### src/rtl/owtemp_pkg.sv
// Package for the one-wire temperature read master: payload words, phase codes,
// register indexes and the slot timing constants. No dependencies.
`timescale 1ns / 1ps
package owtemp_pkg;

   typedef struct packed {
      logic op;
      logic line_level;
   } req_word_type;

   typedef struct packed {
      logic        drive_low;
      logic        busy_res;
      logic        done_res;
      logic [15:0] temperature_raw;
   } rsp_word_type;

   typedef enum logic [1:0] {
      REG_RESET_LOW   = 2'd0,
      REG_RESET_RECOV = 2'd1,
      REG_CONVERT     = 2'd2,
      REG_UNUSED      = 2'd3
   } reg_index_type;

   typedef enum logic [7:0] {
      PH_IDLE      = 8'b0000_0001,
      PH_RST_LOW   = 8'b0000_0010,
      PH_PRES_LOW  = 8'b0000_0100,
      PH_PRES_HIGH = 8'b0000_1000,
      PH_RECOVER   = 8'b0001_0000,
      PH_WRITE     = 8'b0010_0000,
      PH_CONVERT   = 8'b0100_0000,
      PH_READ      = 8'b1000_0000
   } phase_type;

   localparam int CFG_WIDTH = 20;

   localparam logic [11:0] RESET_LOW_DEFAULT   = 12'd700;
   localparam logic [11:0] RESET_RECOV_DEFAULT = 12'd480;
   localparam logic [19:0] CONVERT_DEFAULT     = 20'd750000;

   localparam int WR1_LOW   = 10;
   localparam int WR1_SLOT  = 77;
   localparam int WR0_LOW   = 65;
   localparam int WR0_SLOT  = 67;
   localparam int RD_LOW    = 2;
   localparam int RD_SAMPLE = 12;
   localparam int RD_SLOT   = 72;
   localparam int BYTE_BITS = 8;

   localparam logic [7:0] CMD_SKIP_ROM = 8'hCC;
   localparam logic [7:0] CMD_CONVERT  = 8'h44;
   localparam logic [7:0] CMD_READ_SP  = 8'hBE;

   function automatic logic [7:0] cmd_byte(input logic [1:0] idx);
      logic [7:0] b;
      unique case (idx)
         2'd0:    b = CMD_SKIP_ROM;
         2'd1:    b = CMD_CONVERT;
         2'd2:    b = CMD_SKIP_ROM;
         default: b = CMD_READ_SP;
      endcase
      return b;
   endfunction

endpackage

### src/rtl/onewire_temperature_read_master_unit.sv
// Top level of the one-wire temperature read master: sequencer, timers and result register.
// Depends on owtemp_pkg.
`timescale 1ns / 1ps
// One word enters per clock: each request word is a start or a one-microsecond tick with the
// sampled bus level, and each yields exactly one response word carrying the open-drain drive,
// busy, done and the last read temperature word. The whole sequencer step for a word is one
// pass of next-state logic from the phase, timer and counters into the response register, so
// the sustained rate is one word per cycle; req_ready drops only while a response waits on a
// stalled rsp_ready. The slot timer is TIMER_BITS wide; only the conversion length saturates at its range.
module onewire_temperature_read_master_unit #(
   parameter int TIMER_BITS = 20
) (
   input  logic                            clock,
   input  logic                            reset,
   input  logic                            req_valid,
   output logic                            req_ready,
   input  owtemp_pkg::req_word_type        req_data,
   output logic                            rsp_valid,
   input  logic                            rsp_ready,
   output owtemp_pkg::rsp_word_type        rsp_data,
   input  logic                            csr_we,
   input  logic [1:0]                      csr_index,
   input  logic [owtemp_pkg::CFG_WIDTH-1:0] csr_wdata
);
   import owtemp_pkg::*;

   localparam int CW = (TIMER_BITS > CFG_WIDTH) ? TIMER_BITS : CFG_WIDTH;
   localparam logic [TIMER_BITS-1:0] TMAX = {TIMER_BITS{1'b1}};

   logic [11:0]           reset_low_ff;
   logic [11:0]           reset_recov_ff;
   logic [19:0]           convert_ff;

   phase_type             phase_ff, phase_in;
   logic [TIMER_BITS-1:0] timer_ff, timer_in;
   logic [3:0]            bit_count_ff, bit_count_in;
   logic [1:0]            cmd_idx_ff, cmd_idx_in;
   logic [15:0]           shift_ff, shift_in;
   logic [15:0]           result_ff, result_in;

   logic                  rsp_valid_ff;
   rsp_word_type          rsp_data_ff, rsp_data_in;

   logic                  accept;
   logic                  done;
   logic [TIMER_BITS-1:0] tick_next;
   logic [TIMER_BITS-1:0] convert_limit;
   logic [CW-1:0]         convert_wide;
   logic [3:0]            bit_next;

   function automatic logic drive_of(input phase_type ph, input logic [TIMER_BITS-1:0] t,
                                     input logic [1:0] ci, input logic [3:0] bc);
      logic [7:0] b;
      logic       d;
      b = cmd_byte(ci);
      unique case (ph)
         PH_RST_LOW: d = 1'b1;
         PH_WRITE:   d = b[bc[2:0]] ? (t < TIMER_BITS'(WR1_LOW)) : (t < TIMER_BITS'(WR0_LOW));
         PH_READ:    d = t < TIMER_BITS'(RD_LOW);
         default:    d = 1'b0;
      endcase
      return d;
   endfunction

   assign accept    = req_valid && req_ready;
   assign req_ready = !rsp_valid_ff || rsp_ready;
   assign rsp_valid = rsp_valid_ff;
   assign rsp_data  = rsp_data_ff;

   assign tick_next     = timer_ff + TIMER_BITS'(1);
   assign convert_wide  = CW'(convert_ff);
   assign convert_limit = (convert_wide > CW'(TMAX)) ? TMAX : TIMER_BITS'(convert_wide);
   assign bit_next      = bit_count_ff + 4'd1;

   always_comb begin
      logic [7:0] b;
      phase_in     = phase_ff;
      timer_in     = timer_ff;
      bit_count_in = bit_count_ff;
      cmd_idx_in   = cmd_idx_ff;
      shift_in     = shift_ff;
      result_in    = result_ff;
      done         = 1'b0;
      b            = cmd_byte(cmd_idx_ff);
      if (req_data.op) begin
         if (phase_ff == PH_IDLE) begin
            cmd_idx_in   = 2'd0;
            bit_count_in = 4'd0;
            shift_in     = 16'd0;
            timer_in     = '0;
            phase_in     = (reset_low_ff == 12'd0) ? PH_PRES_LOW : PH_RST_LOW;
         end
      end else begin
         unique case (phase_ff)
            PH_IDLE: phase_in = PH_IDLE;
            PH_RST_LOW: begin
               timer_in = tick_next;
               if (tick_next >= TIMER_BITS'(reset_low_ff)) begin
                  timer_in = '0;
                  phase_in = PH_PRES_LOW;
               end
            end
            PH_PRES_LOW: begin
               if (!req_data.line_level) phase_in = PH_PRES_HIGH;
            end
            PH_PRES_HIGH: begin
               if (req_data.line_level) begin
                  timer_in     = '0;
                  bit_count_in = 4'd0;
                  phase_in     = (reset_recov_ff == 12'd0) ? PH_WRITE : PH_RECOVER;
               end
            end
            PH_RECOVER: begin
               timer_in = tick_next;
               if (tick_next >= TIMER_BITS'(reset_recov_ff)) begin
                  timer_in     = '0;
                  bit_count_in = 4'd0;
                  phase_in     = PH_WRITE;
               end
            end
            PH_WRITE: begin
               timer_in = tick_next;
               if (tick_next >= (b[bit_count_ff[2:0]] ? TIMER_BITS'(WR1_SLOT)
                                                      : TIMER_BITS'(WR0_SLOT))) begin
                  timer_in     = '0;
                  bit_count_in = bit_next;
                  if (bit_next >= 4'(BYTE_BITS)) begin
                     bit_count_in = 4'd0;
                     priority if (cmd_idx_ff == 2'd1) begin
                        cmd_idx_in = 2'd2;
                        if (convert_limit == '0) begin
                           phase_in = (reset_low_ff == 12'd0) ? PH_PRES_LOW : PH_RST_LOW;
                        end else begin
                           phase_in = PH_CONVERT;
                        end
                     end else if (cmd_idx_ff == 2'd3) begin
                        shift_in = 16'd0;
                        phase_in = PH_READ;
                     end else begin
                        cmd_idx_in = cmd_idx_ff + 2'd1;
                     end
                  end
               end
            end
            PH_CONVERT: begin
               timer_in = tick_next;
               if (tick_next >= convert_limit) begin
                  timer_in = '0;
                  phase_in = (reset_low_ff == 12'd0) ? PH_PRES_LOW : PH_RST_LOW;
               end
            end
            PH_READ: begin
               if (timer_ff == TIMER_BITS'(RD_SAMPLE)) begin
                  shift_in = shift_ff | (16'(req_data.line_level) << bit_count_ff);
               end
               timer_in = tick_next;
               if (tick_next >= TIMER_BITS'(RD_SLOT)) begin
                  timer_in = '0;
                  if (bit_count_ff == 4'd15) begin
                     bit_count_in = 4'd0;
                     result_in    = shift_in;
                     phase_in     = PH_IDLE;
                     done         = 1'b1;
                  end else begin
                     bit_count_in = bit_next;
                  end
               end
            end
            default: phase_in = PH_IDLE;
         endcase
      end
      rsp_data_in.drive_low       = req_data.op
         ? drive_of(phase_in, timer_in, cmd_idx_in, bit_count_in)
         : drive_of(phase_ff, timer_ff, cmd_idx_ff, bit_count_ff);
      rsp_data_in.busy_res        = phase_in != PH_IDLE;
      rsp_data_in.done_res        = done;
      rsp_data_in.temperature_raw = result_in;
   end

   always_ff @(posedge clock) begin
      if (reset) begin
         reset_low_ff   <= RESET_LOW_DEFAULT;
         reset_recov_ff <= RESET_RECOV_DEFAULT;
         convert_ff     <= CONVERT_DEFAULT;
      end else if (csr_we) begin
         unique case (reg_index_type'(csr_index))
            REG_RESET_LOW:   reset_low_ff   <= csr_wdata[11:0];
            REG_RESET_RECOV: reset_recov_ff <= csr_wdata[11:0];
            REG_CONVERT:     convert_ff     <= csr_wdata[19:0];
            default:         ;
         endcase
      end
   end

   always_ff @(posedge clock) begin
      if (reset) begin
         phase_ff     <= PH_IDLE;
         timer_ff     <= '0;
         bit_count_ff <= 4'd0;
         cmd_idx_ff   <= 2'd0;
         shift_ff     <= 16'd0;
         result_ff    <= 16'd0;
         rsp_valid_ff <= 1'b0;
      end else begin
         if (accept) begin
            phase_ff     <= phase_in;
            timer_ff     <= timer_in;
            bit_count_ff <= bit_count_in;
            cmd_idx_ff   <= cmd_idx_in;
            shift_ff     <= shift_in;
            result_ff    <= result_in;
            rsp_valid_ff <= 1'b1;
         end else if (rsp_ready) begin
            rsp_valid_ff <= 1'b0;
         end
      end
   end

   always_ff @(posedge clock) begin
      if (accept) begin
         rsp_data_ff <= rsp_data_in;
      end
   end

`ifndef SYNTH
   a_done_not_busy: assert property (@(posedge clock) disable iff (reset)
      rsp_valid && rsp_data.done_res |-> !rsp_data.busy_res)
      else $error("done reported while still busy");

   a_write_bits: assert property (@(posedge clock) disable iff (reset)
      phase_ff == PH_WRITE |-> bit_count_ff < 4'd8)
      else $error("write bit count past one byte");

   a_start_leaves_idle: assert property (@(posedge clock) disable iff (reset)
      accept && req_data.op && phase_ff == PH_IDLE |=> phase_ff != PH_IDLE)
      else $error("start did not launch a sequence");

   a_accept_gives_rsp: assert property (@(posedge clock) disable iff (reset)
      accept |=> rsp_valid)
      else $error("accepted word produced no response");

   a_result_on_done: assert property (@(posedge clock) disable iff (reset)
      accept && done |=> rsp_data.temperature_raw == $past(shift_in))
      else $error("result word does not match assembled bits");
`endif

endmodule
### config.mk
export PLATFORM = sky130hd
export DESIGN_NAME = onewire_temperature_read_master_unit
export DESIGN_NICKNAME = d
export VERILOG_FILES = /design/src/rtl/owtemp_pkg.sv /design/src/rtl/onewire_temperature_read_master_unit.sv
export SDC_FILE = /design/constraint.sdc
export NUM_CORES = 1
export LEC_CHECK = 0
export BUFFER_PORTS_ARGS = -buffer_cell sky130_fd_sc_hd__buf_2
export CORE_UTILIZATION = 50
export CTS_CLUSTER_DIAMETER = 60
export CTS_CLUSTER_SIZE = 14
export DETAILED_ROUTE_END_ITERATION = 6
export PLACE_DENSITY = 0.76
export SKIP_LAST_GASP = 1
export SYNTH_ARGS = -nofsm -noshare
export SYNTH_HDL_FRONTEND = slang
export SYNTH_SLANG_ARGS = --single-unit
### constraint.sdc
create_clock -name clock -period 5.25 [get_ports clock]
set_input_delay 0.2625 -clock clock [delete_from_list [all_inputs] [get_ports clock]]
set_output_delay 0.2625 -clock clock [all_outputs]
set_load 0.01 [all_outputs]
==> impl_metrics.toml <==
[run_status]
outcome = "completed"

[drt]
detail-route-antenna-nets = 0
drc = 0
num_vias = 7715
iteration_0_drc_markers = 774
routed_wirelength_um = 21580
drt_pass1_iterations = 5
avgRoutedWirePerCell_um = 16.74
via_per_inst = 5.985

[timing]
worstMarginPinSlew_ns = 0.8375
hold_violations = 0
slew_viol_final = 0
rsz0062_at_grt = "no"
post-route-period-util = 0.9453
holdWs_ns = 0.03754
max_freq_mhz = 201.5
clock_skew_ns = 0.007457
setup_tns_ns = 0
relSlewSlack = 0.4338
setup-violations-final = 0
layout_min_cycle_time_ns = 4.963

[power_and_ir_drop]
power_density_over_the_cells_nw_per_um2 = 266.1
total_leakage_power_nw = 3.577
irDropWorstVdd_mv = 0.2206

[cts]
cts_root_buf = "sky130_fd_sc_hd__clkbuf_16"
cts-root-to-sink-buffers = 2
worst_skew_pair.late_latency_ns = 0.43
tritoncts = "built"
tritoncts_num_sinks = 130
clk_pin_slew_worst_paths_ns = 0.06
cts.htree.levels = 4
post_cts_hold_buffer_count = 0
cts_buffers = 17

[critical_path]
path_class = "flop to flop"
cp-end-kind = "flop"
timing.critical_path.slowest_cell_delay_ns = 0.56
max_fo_critical_path = 11
crit_path_cell_trace = "nand4_4 > nor2_1 > xnor2_1 > inv_1 > ha_1 > nand4_1 > o311a_1 > o21ai_0 > a211oi_1 > or3b_1 > nor3_1 > a211oi_1 > nor3_2 > nand2_1 > or4_1 > o32ai_2"
rr_startpoint = "timer_ff[5]"
critical_path_depth = 16
critPathSlowestCell = "sky130_fd_sc_hd__dfxtp_1"
critPathLaunch = "timer_ff[5]"
r2r_setup_slack_ns = 0.29
worst-endpoint-arrival_ns = 5.22
cp.required_ns = 5.51
timing.critical_path.buf_inv = 1
critical-path-top-cell-by-count = "sky130_fd_sc_hd__a211oi_1"
worst-r2r-cell-count = 16
endpoint_of_the_worst_slack_reg_to_reg_timing_path = "rsp_data[18]"
cp-start-kind = "flop"
path_delay_family = "simple AND/OR/NAND/NOR gates"

[logic_synthesis]
most_frequently_used_cell_type_in_the_post_synthesis_netlist = "sky130_fd_sc_hd__nand2_1"
synth-async-reset-ratio = 0
synth_cell_type_count = 89
synthCells = 1048
synth-seq-cells = 130
synth.cell_area_um2 = 8127
synth_area_leader_cell = "sky130_fd_sc_hd__dfxtp_1"
yosys_warnings = 0
seq_area_frac_synth = 0.3436
synth_enable_flop_cells = 19
postSynthNetCount = 1127
synth_top_area_frac = 0.2734
synthTopCellsByCount = "sky130_fd_sc_hd__nand2_1, sky130_fd_sc_hd__nor2_1, sky130_fd_sc_hd__a21oi_1"
synth_ff_type = "sky130_fd_sc_hd__dfxtp_1"
post_syn_area_per_cell_um2 = 7.754
ys_top_cells_by_area = "sky130_fd_sc_hd__dfxtp_1, sky130_fd_sc_hd__ha_1, sky130_fd_sc_hd__a21oi_1"

[finish]
design.final.nets = 1139
layout-area-overhead-vs-synth_pct = 10.64
final_core_util = 0.5660
post-route-cell-area_um2 = 8991
share_of_cells_above_drive_strength_1 = 0.1202
finish.cell_count_without_fillers = 1289
n_antenna_cell = 0
fill_cells = 1494

[placement]
io_buffers = 49
placed_cells_incl_taps = 1257
detailed_place.area_um2 = 8427
final_gp_congestion = 0.9412
place.detailed.hpwl_um = 15390

[die]
placementRows = 46
io_pins = 50
initial_utilization = 0.5116
design.die.area_um2 = 16770
die_width_um = 129.5
fp.dieH_um = 129.5
core_um2 = 15890

[grt]
grt_pass1_vias = 7148
grt_overflow_total = 0
grt_antenna_before_repair = 1
grt_util_all_layers = 0.2754
grt_start_max_net_pins = 56
grt_first_pass_wirelength_um = 36020

[min_path]
min_from = "csr_wdata[16]"
hold-path-endpoint = "convert_ff[16]"
worstHoldPathType = "input pin to flop"
min_delay_path_depth = 2

[job]
cap_viol_max_count = 0
logic make-up (layout without fill, tap and decap cells):
logic type | count (synthesis) | count (layout) | share of synthesized area
adders and majority gates | 50 | 50 | 0.07698
AOI/OAI and AO/OA | 280 | 280 | 0.2231
DFF | 130 | 130 | 0.3436
and+or+nand+nor | 430 | 430 | 0.2582
buffers and inverters | 129 | 154 | 0.06590
xor gates and xnor gates | 25 | 25 | 0.02694
muxes | 4 | 4 | 0.005235
timing repair:
| item | CTS | global route |
|---|---|---|
| endpoints found under the setup margin | 0 | 3 |
| setup buffers | 0 | 0 |
| gates resized for setup | 0 | 8 |
power breakdown:
group	internal, mW	switching [mW]
Clock	0.653	0.458
Combinational	0.0746	0.147
Sequential	1.04	0.0222
state kept, by name (all words and copies together) (netlist names):
signal	count
bit_count_ff	4
cmd_idx_ff	2
convert_ff	20
phase_ff	8
reset_low_ff	12
reset_recov_ff	12
result_ff	16
rsp_data	19
rsp_valid	1
shift_ff	16
timer_ff	20
worst max-delay path by stage:
stage                         endpoint
after global routing      rsp_data[18]
after global placement    rsp_data[18]
after floorplan           rsp_data[18]
after CTS                 rsp_data[18]
after detailed placement  rsp_data[18]
final                     rsp_data[18]
routing by layer:
metal / up-vias / part of all wire / track usage
met1: 3605 / 0.45 / 0.3678
met5: - / 0 / 0
met4: 0 / 0.028 / 0.1176
met2: 301 / 0.46 / 0.4282
met3: 56 / 0.071 / 0.06111
li1: 3753 / - / -
cells in the final DEF, fill, tap and decap left out, types with 3 or more instances in the layout:
| master | netlist | final |
|---|---|---|
| sky130_fd_sc_hd__o2bb2ai_1 | 4 | 4 |
| sky130_fd_sc_hd__and2_1 | 6 | 6 |
| sky130_fd_sc_hd__o22ai_1 | 3 | 3 |
| sky130_fd_sc_hd__buf_4 | 2 | 11 |
| sky130_fd_sc_hd__edfxtp_1 | 19 | 19 |
| sky130_fd_sc_hd__o211ai_1 | 4 | 4 |
| sky130_fd_sc_hd__nor2_1 | 125 | 124 |
| sky130_fd_sc_hd__dfxtp_1 | 111 | 106 |
| sky130_fd_sc_hd__a211oi_1 | 12 | 12 |
| sky130_fd_sc_hd__clkbuf_16 | 0 | 17 |
| sky130_fd_sc_hd__nor3_1 | 24 | 24 |
| sky130_fd_sc_hd__xnor2_1 | 14 | 14 |
| sky130_fd_sc_hd__clkinv_4 | 0 | 3 |
| sky130_fd_sc_hd__nor2b_1 | 13 | 13 |
| sky130_fd_sc_hd__inv_1 | 61 | 60 |
| sky130_fd_sc_hd__or2_2 | 4 | 4 |
| sky130_fd_sc_hd__o31ai_1 | 3 | 3 |
| sky130_fd_sc_hd__o21ai_0 | 44 | 44 |
| sky130_fd_sc_hd__a21oi_1 | 122 | 122 |
| sky130_fd_sc_hd__or3_1 | 6 | 6 |
| sky130_fd_sc_hd__a22oi_1 | 13 | 13 |
| sky130_fd_sc_hd__buf_2 | 16 | 49 |
| sky130_fd_sc_hd__a21o_1 | 5 | 5 |
| sky130_fd_sc_hd__clkbuf_1 | 43 | 4 |
| sky130_fd_sc_hd__nand3b_1 | 5 | 5 |
| sky130_fd_sc_hd__xor2_1 | 11 | 10 |
| sky130_fd_sc_hd__nor4_1 | 17 | 17 |
| sky130_fd_sc_hd__nand4_1 | 23 | 23 |
| sky130_fd_sc_hd__or4_1 | 3 | 3 |
| sky130_fd_sc_hd__a211o_1 | 23 | 23 |
| sky130_fd_sc_hd__dfxtp_2 | 0 | 5 |
| sky130_fd_sc_hd__nand2_1 | 135 | 135 |
| sky130_fd_sc_hd__a21boi_0 | 3 | 3 |
| sky130_fd_sc_hd__and3_1 | 7 | 7 |
| sky130_fd_sc_hd__a31oi_1 | 6 | 6 |
| sky130_fd_sc_hd__and3b_1 | 3 | 3 |
| sky130_fd_sc_hd__ha_1 | 50 | 49 |
| sky130_fd_sc_hd__nand2b_1 | 8 | 8 |
| sky130_fd_sc_hd__nand3_1 | 30 | 30 |
metrics by stage:
step	worst slack [ns]	power (mW)
floorplan	0.7816	1.227
global placement	0.4583	1.294
detailed placement	0.2771	1.298
CTS	0.2084	2.401
global route	0.03280	2.481
finish	0.2869	2.393
cell type report:
| type | count | area (um^2) | share of cell area |
|---|---|---|---|
| Clock inverter | 11 | 105.1 | 0.01169 |
| Timing Repair Buffer | 60 | 327.8 | 0.03646 |
| Clock buffer | 21 | 440.4 | 0.04898 |
| Multi-Input combinational cell | 789 | 4816 | 0.5356 |
| Tap cell | 216 | 270.3 | 0.03006 |
| Inverter | 62 | 232.7 | 0.02588 |
| Sequential cell | 130 | 2799 | 0.3113 |
worst reg2reg max path, cell delays in order, from the launching register on:
cell and delay [ns]:
sky130_fd_sc_hd__dfxtp_1 0.56, sky130_fd_sc_hd__nand4_4 0.27, sky130_fd_sc_hd__nor2_1 0.33, sky130_fd_sc_hd__xnor2_1 0.22
sky130_fd_sc_hd__inv_1 0.14, sky130_fd_sc_hd__ha_1 0.34, sky130_fd_sc_hd__nand4_1 0.10, sky130_fd_sc_hd__o311a_1 0.36
sky130_fd_sc_hd__o21ai_0 0.34, sky130_fd_sc_hd__a211oi_1 0.25, sky130_fd_sc_hd__or3b_1 0.44, sky130_fd_sc_hd__nor3_1 0.21
sky130_fd_sc_hd__a211oi_1 0.14, sky130_fd_sc_hd__nor3_2 0.18, sky130_fd_sc_hd__nand2_1 0.12, sky130_fd_sc_hd__or4_1 0.56
sky130_fd_sc_hd__o32ai_2 0.26
Note: power is estimated with default switching activity, not from simulation.
